[config.mk]
export PLATFORM = sky130hd
export DESIGN_NAME = uart_tx_bit_timed_unit
export DESIGN_NICKNAME = d
export VERILOG_FILES = /design/src/utbt_pkg.sv /design/src/utbt_div.sv /design/src/uart_tx_bit_timed_unit.sv
export VERILOG_INCLUDE_DIRS = /design/src /design/src/src
export SDC_FILE = /design/constraint.sdc
export NUM_CORES = 1
export LEC_CHECK = 0
export CORE_AREA = 2 2 276 278
export CTS_CLUSTER_SIZE = 12
export DETAILED_ROUTE_END_ITERATION = 12
export DIE_AREA = 0 0 278 280
export DONT_BUFFER_PORTS = 1
export GPL_TIMING_DRIVEN = 1
export PLACE_DENSITY = 0.57
export SYNTH_ARGS = -nofsm -noshare
export SYNTH_HDL_FRONTEND = slang
export SYNTH_SLANG_ARGS = --single-unit
[constraint.sdc]
create_clock -name i_clk -period 7.1 [get_ports i_clk]
set_input_delay 1.065 -clock i_clk [delete_from_list [all_inputs] [get_ports i_clk]]
set_output_delay 1.065 -clock i_clk [all_outputs]
set_load 0.1 [all_outputs]
[src/uart_tx_bit_timed_unit_defines.svh]
// Assertion helpers for the serial transmitter.
`ifndef UART_TX_BIT_TIMED_UNIT_DEFINES_SVH
`define UART_TX_BIT_TIMED_UNIT_DEFINES_SVH

// Same-cycle implication, checked outside reset.
`define UTBT_ASSERT_IMP(lbl, ante, cons) \
    lbl: assert property (@(posedge i_clk) disable iff (!i_rst_n) (ante) |-> (cons)) \
        else $error("utbt: same-cycle check failed");

// Next-cycle implication, checked outside reset.
`define UTBT_ASSERT_NXT(lbl, ante, cons) \
    lbl: assert property (@(posedge i_clk) disable iff (!i_rst_n) (ante) |=> (cons)) \
        else $error("utbt: next-cycle check failed");

`endif

[src/utbt_pkg.sv]
package utbt_pkg;

    localparam int DATA_W         = 32;
    localparam int BYTE_W         = 8;
    localparam int TICK_W         = 36;
    localparam int CFG_IDX_W      = 8;
    localparam int DIV_CNT_W      = $clog2(DATA_W);
    localparam int FRAME_BITS_DEF = 10;

    localparam logic       FUNC_TICK = 1'b0;
    localparam logic       FUNC_LOAD = 1'b1;

    localparam logic [DATA_W-1:0] RST_GPIO_MASK = 32'd1;
    localparam logic [DATA_W-1:0] RST_TICK_FREQ = 32'd1000000;
    localparam logic [DATA_W-1:0] RST_BAUD_RATE = 32'd115200;

    typedef enum logic [CFG_IDX_W-1:0] {
        CFG_PORT_ENABLE = 8'd0,
        CFG_GPIO_MASK   = 8'd1,
        CFG_TICK_FREQ   = 8'd2,
        CFG_BAUD_RATE   = 8'd3
    } t_cfg_reg;

    typedef enum logic [1:0] {
        ST_IDLE,
        ST_DIV,
        ST_STEP,
        ST_EMIT
    } t_state;

    typedef struct packed {
        logic              func;
        logic [BYTE_W-1:0] data_byte;
        logic [DATA_W-1:0] gpio_word_in;
    } t_in_item;

    typedef struct packed {
        logic              line_level;
        logic [DATA_W-1:0] gpio_word_out;
        logic              busy_res;
        logic              accepted;
        logic              frame_done;
    } t_out_item;

endpackage

[src/utbt_div.sv]
module utbt_div
    import utbt_pkg::*;
(
    input  logic              i_clk,
    input  logic              i_rst_n,
    input  logic              i_start,
    input  logic [DATA_W-1:0] i_dividend,
    input  logic [DATA_W-1:0] i_divisor,
    output logic              o_done,
    output logic [DATA_W-1:0] o_quot,
    output logic [DATA_W-1:0] o_rem
);

    logic                 r_busy, n_busy;
    logic                 r_done, n_done;
    logic [DIV_CNT_W-1:0] r_cnt, n_cnt;
    logic [DATA_W-1:0]    r_quot, n_quot;
    logic [DATA_W-1:0]    r_rem, n_rem;
    logic [DATA_W-1:0]    r_dvs, n_dvs;

    logic [DATA_W:0]      trial;
    logic                 ge;

    // restoring division, one quotient bit per cycle, MSB first
    assign trial = {r_rem, r_quot[DATA_W-1]};
    assign ge    = trial >= {1'b0, r_dvs};

    always_comb begin
        n_busy = r_busy;
        n_done = 1'b0;
        n_cnt  = r_cnt;
        n_quot = r_quot;
        n_rem  = r_rem;
        n_dvs  = r_dvs;
        if (i_start) begin
            n_busy = 1'b1;
            n_cnt  = '1;
            n_quot = i_dividend;
            n_rem  = '0;
            n_dvs  = i_divisor;
        end else if (r_busy) begin
            n_quot = {r_quot[DATA_W-2:0], ge};
            n_rem  = ge ? DATA_W'(trial - {1'b0, r_dvs}) : trial[DATA_W-1:0];
            n_cnt  = r_cnt - DIV_CNT_W'(1);
            if (r_cnt == '0) begin
                n_busy = 1'b0;
                n_done = 1'b1;
            end
        end
    end

    always_ff @(posedge i_clk) begin
        if (!i_rst_n) begin
            r_busy <= 1'b0;
            r_done <= 1'b0;
            r_cnt  <= '0;
        end else begin
            r_busy <= n_busy;
            r_done <= n_done;
            r_cnt  <= n_cnt;
        end
        r_quot <= n_quot;
        r_rem  <= n_rem;
        r_dvs  <= n_dvs;
    end

    assign o_done = r_done;
    assign o_quot = r_quot;
    assign o_rem  = r_rem;

endmodule

[src/uart_tx_bit_timed_unit.sv]
// Channel  | Direction | Handshake                  | Payload
// ---------+-----------+----------------------------+---------------------------
// input    | in        | i_in_valid / o_in_ready    | i_in_data  (t_in_item)
// result   | out       | o_out_valid / i_out_ready  | o_out_data (t_out_item)
// config   | in        | i_cfg_valid / o_cfg_ready  | i_cfg_index, i_cfg_data
//
// Tick while idle or refused load: goes from ST_IDLE straight to ST_EMIT.
// Accepted load: waits in ST_DIV for the bit-serial divider (one bit a cycle), then ST_EMIT.
// Tick during a frame: ST_STEP crosses each bit boundary that falls on that tick, then ST_EMIT.
// A finished result sits in the output register; the next transaction may be taken
// meanwhile, and its result waits until the register drains.
// Reset is synchronous, active low; config writes are always taken.
`include "uart_tx_bit_timed_unit_defines.svh"

module uart_tx_bit_timed_unit
    import utbt_pkg::*;
#(
    parameter int FRAME_BITS = FRAME_BITS_DEF
) (
    input  logic                 i_clk,
    input  logic                 i_rst_n,
    input  logic                 i_in_valid,
    output logic                 o_in_ready,
    input  t_in_item             i_in_data,
    output logic                 o_out_valid,
    input  logic                 i_out_ready,
    output t_out_item            o_out_data,
    input  logic                 i_cfg_valid,
    output logic                 o_cfg_ready,
    input  logic [CFG_IDX_W-1:0] i_cfg_index,
    input  logic [DATA_W-1:0]    i_cfg_data
);

    localparam int BP_W   = $clog2(FRAME_BITS + 1);
    localparam int STOP_N = FRAME_BITS - BYTE_W - 1;

    t_state                r_state, n_state;
    logic                  r_enable;
    logic [DATA_W-1:0]     r_mask, r_freq, r_baud;
    logic [FRAME_BITS-1:0] r_frame, n_frame;
    logic [BP_W-1:0]       r_bitpos, n_bitpos;
    logic [TICK_W-1:0]     r_elapsed, n_elapsed;
    logic [TICK_W-1:0]     r_bound, n_bound;
    logic [DATA_W-1:0]     r_whole, n_whole;
    logic [DATA_W-1:0]     r_rem, n_rem;
    logic [DATA_W-1:0]     r_remsum, n_remsum;
    logic                  r_sending, n_sending;
    logic                  r_level, n_level;
    logic [DATA_W-1:0]     r_gin, n_gin;
    logic                  r_acc, n_acc;
    logic                  r_done, n_done;
    logic                  r_out_valid, n_out_valid;
    t_out_item             r_out, n_out;

    logic                  div_start, div_done;
    logic [DATA_W-1:0]     div_quot, div_rem;
    logic [DATA_W-1:0]     eff_baud;
    logic [DATA_W:0]       rem_next;
    logic                  carry;
    logic [BP_W-1:0]       bitpos_inc;
    logic                  in_take, out_free;

    assign eff_baud   = (r_baud == '0) ? DATA_W'(1) : r_baud;
    assign rem_next   = {1'b0, r_remsum} + {1'b0, r_rem};
    assign carry      = rem_next >= {1'b0, eff_baud};
    assign bitpos_inc = r_bitpos + BP_W'(1);
    assign o_in_ready = (r_state == ST_IDLE);
    assign in_take    = i_in_valid && o_in_ready;
    assign out_free   = !r_out_valid || i_out_ready;

    utbt_div u_div (
        .i_clk      (i_clk),
        .i_rst_n    (i_rst_n),
        .i_start    (div_start),
        .i_dividend (r_freq),
        .i_divisor  (eff_baud),
        .o_done     (div_done),
        .o_quot     (div_quot),
        .o_rem      (div_rem)
    );

    always_comb begin
        n_state     = r_state;
        n_frame     = r_frame;
        n_bitpos    = r_bitpos;
        n_elapsed   = r_elapsed;
        n_bound     = r_bound;
        n_whole     = r_whole;
        n_rem       = r_rem;
        n_remsum    = r_remsum;
        n_sending   = r_sending;
        n_level     = r_level;
        n_gin       = r_gin;
        n_acc       = r_acc;
        n_done      = r_done;
        n_out       = r_out;
        n_out_valid = r_out_valid && !i_out_ready;
        div_start   = 1'b0;
        unique case (r_state)
            ST_IDLE: begin
                if (in_take) begin
                    n_gin  = i_in_data.gpio_word_in;
                    n_acc  = 1'b0;
                    n_done = 1'b0;
                    n_state = ST_EMIT;
                    if (i_in_data.func == FUNC_LOAD) begin
                        if (!r_sending && r_enable) begin
                            n_frame   = {{STOP_N{1'b1}}, i_in_data.data_byte, 1'b0};
                            n_bitpos  = '0;
                            n_elapsed = '0;
                            n_acc     = 1'b1;
                            div_start = 1'b1;
                            n_state   = ST_DIV;
                        end
                    end else if (r_sending) begin
                        n_elapsed = r_elapsed + TICK_W'(1);
                        n_state   = ST_STEP;
                    end
                end
            end
            ST_DIV: begin
                if (div_done) begin
                    // first boundary: no carry, as the remainder is below the divisor; the remainder sum starts at it
                    n_whole   = div_quot;
                    n_rem     = div_rem;
                    n_bound   = TICK_W'(div_quot);
                    n_remsum  = div_rem;
                    n_sending = 1'b1;
                    n_level   = r_frame[0];
                    n_state   = ST_EMIT;
                end
            end
            ST_STEP: begin
                // one bit boundary per cycle; several may fall on one tick
                if (r_sending && (r_elapsed >= r_bound)) begin
                    n_bitpos = bitpos_inc;
                    if (bitpos_inc >= BP_W'(FRAME_BITS)) begin
                        n_sending = 1'b0;
                        n_level   = 1'b1;
                        n_done    = 1'b1;
                    end else begin
                        n_frame  = {1'b1, r_frame[FRAME_BITS-1:1]};
                        n_level  = r_frame[1];
                        n_bound  = r_bound + TICK_W'(r_whole) + TICK_W'(carry);
                        n_remsum = carry ? DATA_W'(rem_next - {1'b0, eff_baud})
                                         : rem_next[DATA_W-1:0];
                    end
                end else begin
                    n_state = ST_EMIT;
                end
            end
            ST_EMIT: begin
                if (out_free) begin
                    n_out.line_level    = r_level;
                    n_out.gpio_word_out = r_level ? (r_gin | r_mask) : (r_gin & ~r_mask);
                    n_out.busy_res      = r_sending;
                    n_out.accepted      = r_acc;
                    n_out.frame_done    = r_done;
                    n_out_valid         = 1'b1;
                    n_state             = ST_IDLE;
                end
            end
            default: n_state = ST_IDLE;
        endcase
    end

    always_ff @(posedge i_clk) begin
        if (!i_rst_n) begin
            r_state     <= ST_IDLE;
            r_frame     <= '1;
            r_bitpos    <= '0;
            r_elapsed   <= '0;
            r_bound     <= '0;
            r_whole     <= '0;
            r_rem       <= '0;
            r_remsum    <= '0;
            r_sending   <= 1'b0;
            r_level     <= 1'b1;
            r_out_valid <= 1'b0;
        end else begin
            r_state     <= n_state;
            r_frame     <= n_frame;
            r_bitpos    <= n_bitpos;
            r_elapsed   <= n_elapsed;
            r_bound     <= n_bound;
            r_whole     <= n_whole;
            r_rem       <= n_rem;
            r_remsum    <= n_remsum;
            r_sending   <= n_sending;
            r_level     <= n_level;
            r_out_valid <= n_out_valid;
        end
        r_gin  <= n_gin;
        r_acc  <= n_acc;
        r_done <= n_done;
        r_out  <= n_out;
    end

    // configuration registers
    assign o_cfg_ready = 1'b1;

    always_ff @(posedge i_clk) begin
        if (!i_rst_n) begin
            r_enable <= 1'b0;
            r_mask   <= RST_GPIO_MASK;
            r_freq   <= RST_TICK_FREQ;
            r_baud   <= RST_BAUD_RATE;
        end else if (i_cfg_valid) begin
            unique case (i_cfg_index)
                CFG_PORT_ENABLE: r_enable <= i_cfg_data[0];
                CFG_GPIO_MASK:   r_mask   <= i_cfg_data;
                CFG_TICK_FREQ:   r_freq   <= i_cfg_data;
                CFG_BAUD_RATE:   r_baud   <= i_cfg_data;
                default: ;
            endcase
        end
    end

    assign o_out_valid = r_out_valid;
    assign o_out_data  = r_out;

    `UTBT_ASSERT_IMP(a_bitpos_range, r_sending, r_bitpos < BP_W'(FRAME_BITS))
    `UTBT_ASSERT_IMP(a_idle_line_high, !r_sending, r_level)
    `UTBT_ASSERT_IMP(a_div_in_div_state, div_done, r_state == ST_DIV)
    `UTBT_ASSERT_NXT(a_load_starts_div, div_start, r_state == ST_DIV && r_acc)
    `UTBT_ASSERT_IMP(a_done_not_busy, o_out_valid && o_out_data.frame_done,
        !o_out_data.busy_res && o_out_data.line_level)

endmodule

==> run metrics, run 1 <==
FF-to-FF Start=r_rem[0]; max cap viols=0; R2R depth=32; Global Route met2 Usage=0.280; root cell of the clock tree=clkbuf_16; Placement Cell Area=26200 sq um; CTS tree=yes; Slew Viols, Final=0; die area=77800 sq um; CP most frequent cell=fa_1; First-pass DRT Iterations=6; Worst Setup SP=r_rem[0]; Levels on crit path=32; slew margin rel.=0.237; setup ws final=0.483 ns; Hold Fails Final Rpt=0; Worst Tran Pin Value=~1.1 ns; largest family of logic cells by synthesized area=compound AO/OA/AOI/OAI gates; vias per cell=5.26; Core Region=75200 sq um; antenna diode count=0; Ports=125; Seq cells post-synth=456; DRC violations left=0; TNS Setup=0 ns; Post-synth EDFFs=134; initial antenna violation count=1; routed length per instance=around 19 microns; number of global-route vias before repair=about 19000; first-pass GRT wire length=114000 microns; Most Used Layer, Global Route=met2; critical path type=reg -> reg; Fmax achieved=151 MHz; Compound-Gate Fraction of Synth Area=0.186; Placed Instances=3820; r2r setup slk=about 0.48 ns; GR Overflow Total=0; delay-heaviest family, CP=compound AO/OA/AOI/OAI gates; Rows=around 100; # H-tree levels=2; M3 GR Usage=0.0354; Buf+Inv Stages, Crit Path=3; Nets=3157; PD cells=298 nW/um^2; via count of the routed design=roughly 21000; Placer Congestion=between 0.9 and 1; CP max stage delay=0.43 ns; P_leak=0.0110 uW; ANT nets after route=0; WL final=72700 microns; post-synthesis mux area share=0.0396; status=finished clean; Area Overhead vs Synth=10.1%; clk sink count=456; GR Util met1=0.266; Simple-Gate Fraction of Synth Area=0.176; endpoint arrival time on the critical path=between 7 and 8 ns; Mapped Area=25300 sq um; cts bufs inserted=50; Adder-Cell Fraction of Synth Area=0.0889; asr flop ratio synth=0; largest net degree at the start of global routing=75; Final Setup Violations=0; share of cells above drive strength 1=0.0599; # port buffers=0; starting density of the core=0.337; clk_lat worst skew=0.60 ns; xor/xnor share of the synthesized area=0.0477; period utilisation layout=0.932; crit start category=flop; Reg clk slew, reported paths=0.06 ns; peak fanout along the critical path=6; WP data required=between 7 and 8 ns; Die W=278 microns; GRT Total Usage=0.184; Non-Filler Instances=3914; final std cell area, no fill=27900 sq um; Max VDD drop=0.261 mV; Syn Area/Cell=8.51 sq um; deepest clock path buffer count=3; Die H=around 280 microns; clk_skew=around 0.023 ns; type of the worst min-delay path=reg -> reg; Critical Path Slowest Stage Cell=fa_1; min Tclk post-route=between 6 and 7 ns; Post CTS Setup Buffer Count=0; cells after synthesis=2975; HPWL after DPL=roughly 53000 microns; syn_nets=approximately 3200; top_reg_cell synth=dfxtp_1; unrepaired setup endpoints after global routing=no; pre-CTS setup slack=0.0952 ns; number of distinct library cells after synthesis=80; Critical Path Sink=r_bound[30]; # hold bufs at CTS=0; YS warnings=0; Overall Power=8320 uW; initial DRC count=1588; commonest cells after routing, fill and taps aside=nand2_1 (578), a21oi_1 (353), dfxtp_1 (322); commonest non-fill, non-tap cell in the layout=nand2_1; post-synthesis sequential area ratio=0.414; reg2reg end=r_bound[30]; Setup crit end kind=flop
[stage by stage]
stage / util / hold slack (ns)
after global routing: 0.371 / 0.425
after detailed placement: 0.348 / 0.405
after global placement: 0.348 / 0.407
after floorplan: - / 0.400
final: 0.371 / 0.420
after CTS: 0.370 / 0.420
[flip-flops by register name (all words and copies together), names as in the netlist, 2 cells and up]
register,flops
r_frame,9
r_bitpos,4
r_rem,32
u_div.o_quot,32
u_div.o_rem,32
r_freq,32
r_gin,32
o_out_data,36
r_elapsed,36
u_div.r_cnt,5
r_bound,36
r_remsum,32
r_baud,32
u_div.r_dvs,32
r_mask,32
r_state,2
r_whole,32
[what timing repair did]
action | in CTS | in global routing
hold endpoints to repair | 0 | 0
gates resized for setup | 0 | 13
setup endpoints to repair | 0 | 14
[synth_stat cells, types with 57 or more instances]
master	instances	share of area
nand2_1	580	0.086
a21oi_1	355	0.070
dfxtp_1	322	0.25
nor2_1	185	0.027
ha_1	172	0.085
clkbuf_1	144	0.021
inv_1	137	0.020
edfxtp_1	134	0.16
o21ai_0	127	0.025
xnor2_1	73	0.025
a21o_1	70	0.021
xor2_1	65	0.022
mux2i_1	63	0.025
nand3_1	57	0.011
[routing by layer]
| layer | routed length (microns) | part of all wire | vias up |
|---|---|---|---|
| li1 | - | - | 10300 |
| met1 | 35200 | 0.48 | 9643 |
| met2 | 30800 | 0.42 | 567 |
| met3 | 4930 | 0.068 | 104 |
| met4 | 1760 | 0.024 | 0 |
| met5 | 0 | 0 | - |
[cell families after synthesis]
kind of cell,Yosys count
compound gates,776
xor+xnor,138
fa+ha+maj,177
buf+inv,304
flops,456
mux,96
other cells,1
simple gates,1027
[power by group]
| part | leakage, uW | switching, uW | internal (uW) |
|---|---|---|---|
| combinational | 0.00634 | 1530 | 865 |
| sequential | 0.00388 | 330 | 2910 |
| clock | 0.000806 | 1100 | 1570 |
| total | 0.0110 | 2970 | 5350 |
[worst register-to-register path, delay by kind of cell, from the launching register on]
kind | cells | cell delay, ns
buffers and inverters | 3 | 0.40
AOI/OAI and AO/OA | 15 | 2.55
adders and majority gates | 5 | 1.87
muxes | 2 | 0.36
DFF | 1 | 0.31
and+or+nand+nor | 7 | 1.09
[worst min path at each step]
stage	slack (ns)	from	endpoint	cells after the start
2_1_floorplan	0.40	r_done	o_out_data[0]	0
3_3_place_gp	0.41	r_acc	o_out_data[1]	0
3_5_place_dp	0.40	r_acc	o_out_data[1]	0
4_1_cts	0.42	r_acc	o_out_data[1]	0
5_1_grt	0.42	r_acc	o_out_data[1]	0
6_report	0.42	r_acc	o_out_data[1]	0
[final cells by class]
cell class	instances	area [sq um]
inverters	139	527
fillers	7644	47300
repair buffers	32	240
clock inverters	20	249
well taps	978	1220
clock buffers	74	1430
multi-input cells	2215	13700
flip-flops and latches	456	10500
No activity file was read; power rests on OpenSTA's default activity.
==> run 2: changes to the inputs <==
==> constraint.sdc (replaced) <==
create_clock -name i_clk -period 7.1 [get_ports i_clk]
set_input_delay 1.065 -clock i_clk [delete_from_list [all_inputs] [get_ports i_clk]]
set_output_delay 1.065 -clock i_clk [all_outputs]
set_load 0.01 [all_outputs]
==> run 2 against run 1 <==
Net effect:
- clock skew up 0.0048 ns
- maximum frequency decreased by 0.65%
- total power decreased by 3.1%
- non-clock buffer count fell by 1
==> run metrics, run 2 (synthesis gave the netlist of run 1 again) <==
Core Region=75200 sq um (unchanged); setup ws final=0.440 ns (-0.0430 ns); Gates resized, CTS repair=0 (unchanged); hold path depth=0 (unchanged); # hold bufs at CTS=0 (unchanged); share of cells above drive strength 1=0.0597 (-0.000280); type of the worst min-delay path=reg -> reg; PD cells=289 nW/um^2 (-3.1%); pre-CTS setup slack=0.0804 ns (-0.0148 ns); period utilisation layout=0.938 (+0.00605); CP max stage delay=0.44 ns (about the same); GR Overflow Total=0 (unchanged); starting density of the core=0.337 (unchanged); Slew Viols, Final=0 (unchanged); antenna diode count=0 (unchanged); Buf+Inv Stages, Crit Path=2 (-1); routed length per instance=18.6 microns (+0.21%); min Tclk post-route=6.66 ns (+0.0430 ns); delay-heaviest family, CP=compound AO/OA/AOI/OAI gates; first-pass GRT wire length=113000 microns (-0.50%); endpoint arrival time on the critical path=7.10 ns (-0.04 ns); Area Overhead vs Synth=10.0% (about the same); Hold Startpoint=r_acc; Post CTS Setup Buffer Count=0 (unchanged); Hold Fails Final Rpt=0 (unchanged); Ports=125 (unchanged); initial DRC count=1445 (-9.0%); clk_lat worst skew=0.61 ns (about the same); commonest cells after routing, fill and taps aside=nand2_1 (578), a21oi_1 (354), dfxtp_1 (322); clk sink count=456 (unchanged); WL final=72800 microns (+0.13%); root cell of the clock tree=clkbuf_16; CP most frequent cell=fa_1; R2R depth=31 (-3.1%); cts bufs inserted=50 (unchanged); FF-to-FF Start=r_rem[0]; crit start category=flop; HPWL after DPL=52700 microns (+0.36%); max cap viols=0 (unchanged); GRT Total Usage=0.183 (-0.00106); Worst Hold End=o_out_data[1]; number of global-route vias before repair=19400 (+0.057%); clk_skew=0.0279 ns (+0.00484 ns); TNS Setup=0 ns (unchanged); Overall Power=8060 uW (-3.1%); Final Setup Violations=0 (unchanged); Fillers=7675 (+0.41%); reg2reg end=r_bound[16]; r2r setup slk=0.44 ns (-0.04 ns); Placer Congestion=0.942 (-0.13%); via count of the routed design=20400 (-0.68%); vias per cell=5.23 (-0.60%); slew margin rel.=0.207 (-0.0308); Fmax achieved=150 MHz (-0.65%); Rows=101 (unchanged); Max VDD drop=0.279 mV (+6.6%); unrepaired setup endpoints after global routing=no; First-pass DRT Iterations=7 (+1); deepest clock path buffer count=3 (unchanged); largest net degree at the start of global routing=72 (-4.0%); peak fanout along the critical path=6 (unchanged); commonest non-fill, non-tap cell in the layout=nand2_1; Critical Path Slowest Stage Cell=fa_1; Die W=278 microns (unchanged); status=finished clean; Die H=280 microns (unchanged); Nets=3156 (-0.032%); DRC violations left=0 (unchanged); # port buffers=0 (unchanged); initial antenna violation count=1 (unchanged); WP data required=7.54 ns (-0.08 ns); Setup crit end kind=flop; Worst Tran Pin Value=1.19 ns (+0.0445 ns); # H-tree levels=2 (unchanged); die area=77800 sq um (unchanged); critical path type=reg -> reg; CTS tree=yes; P_leak=0.0110 uW (about the same); ANT nets after route=0 (unchanged); Reg clk slew, reported paths=0.06 ns (about the same)
[run 2: layer usage]
layer  vias up  share of wire  track usage
li1      10300              -            -
met1      9574           0.49        0.263
met2       529           0.43        0.283
met3        82          0.067       0.0369
met4         0          0.018       0.0412
met5         -              0            0
[run 2: worst reg2reg max path: cells and delay by family, from the launching register on]
family | cells | cell delay [ns]
buffers and inverters | 2 | 0.24
and+or+nand+nor | 10 | 1.64
muxes | 1 | 0.20
AOI/OAI and AO/OA | 13 | 2.30
DFF | 1 | 0.32
adders and majority gates | 5 | 1.83
[run 2: how the worst max path moves through the flow]
stage | startpoint | end | slack, ns | cells past startpoint
floorplan | r_rem[0] | r_bound[30] | 0.62 | 31
global placement | r_rem[0] | r_bound[30] | 0.14 | 32
detailed placement | r_rem[0] | r_bound[30] | 0.08 | 32
CTS | r_rem[0] | r_bound[30] | 0.05 | 32
global route | r_rem[0] | r_bound[16] | 0.002 | 31
finish | r_rem[0] | r_bound[16] | 0.44 | 31
[run 2: final cells by class]
| type | instances | area (sq um) | area share |
|---|---|---|---|
| Clock buffer | 80 | 1520 | 0.0545 |
| Clock inverter | 12 | 140 | 0.00503 |
| Inverter | 139 | 527 | 0.0189 |
| Multi-Input combinational cell | 2215 | 13800 | 0.494 |
| Sequential cell | 456 | 10500 | 0.376 |
| Tap cell | 978 | 1220 | 0.0439 |
| Timing Repair Buffer | 31 | 233 | 0.00835 |
[run 2: per-stage QoR]
stage / instances / utilization / instance area [sq um] / hold slack, ns
5_1_grt: 3911 / 0.371 / 27900 / 0.437
3_3_place_gp: 3819 / 0.348 / 26200 / 0.414
3_5_place_dp: 3819 / 0.348 / 26200 / 0.422
2_1_floorplan: 2975 / - / 25300 / 0.400
4_1_cts: 3911 / 0.370 / 27800 / 0.439
6_report: 3911 / 0.371 / 27900 / 0.430
[run 2: report_power, final]
group,switching (uW),internal (uW)
Sequential,138,2910
Combinational,1510,863
Clock,1090,1540
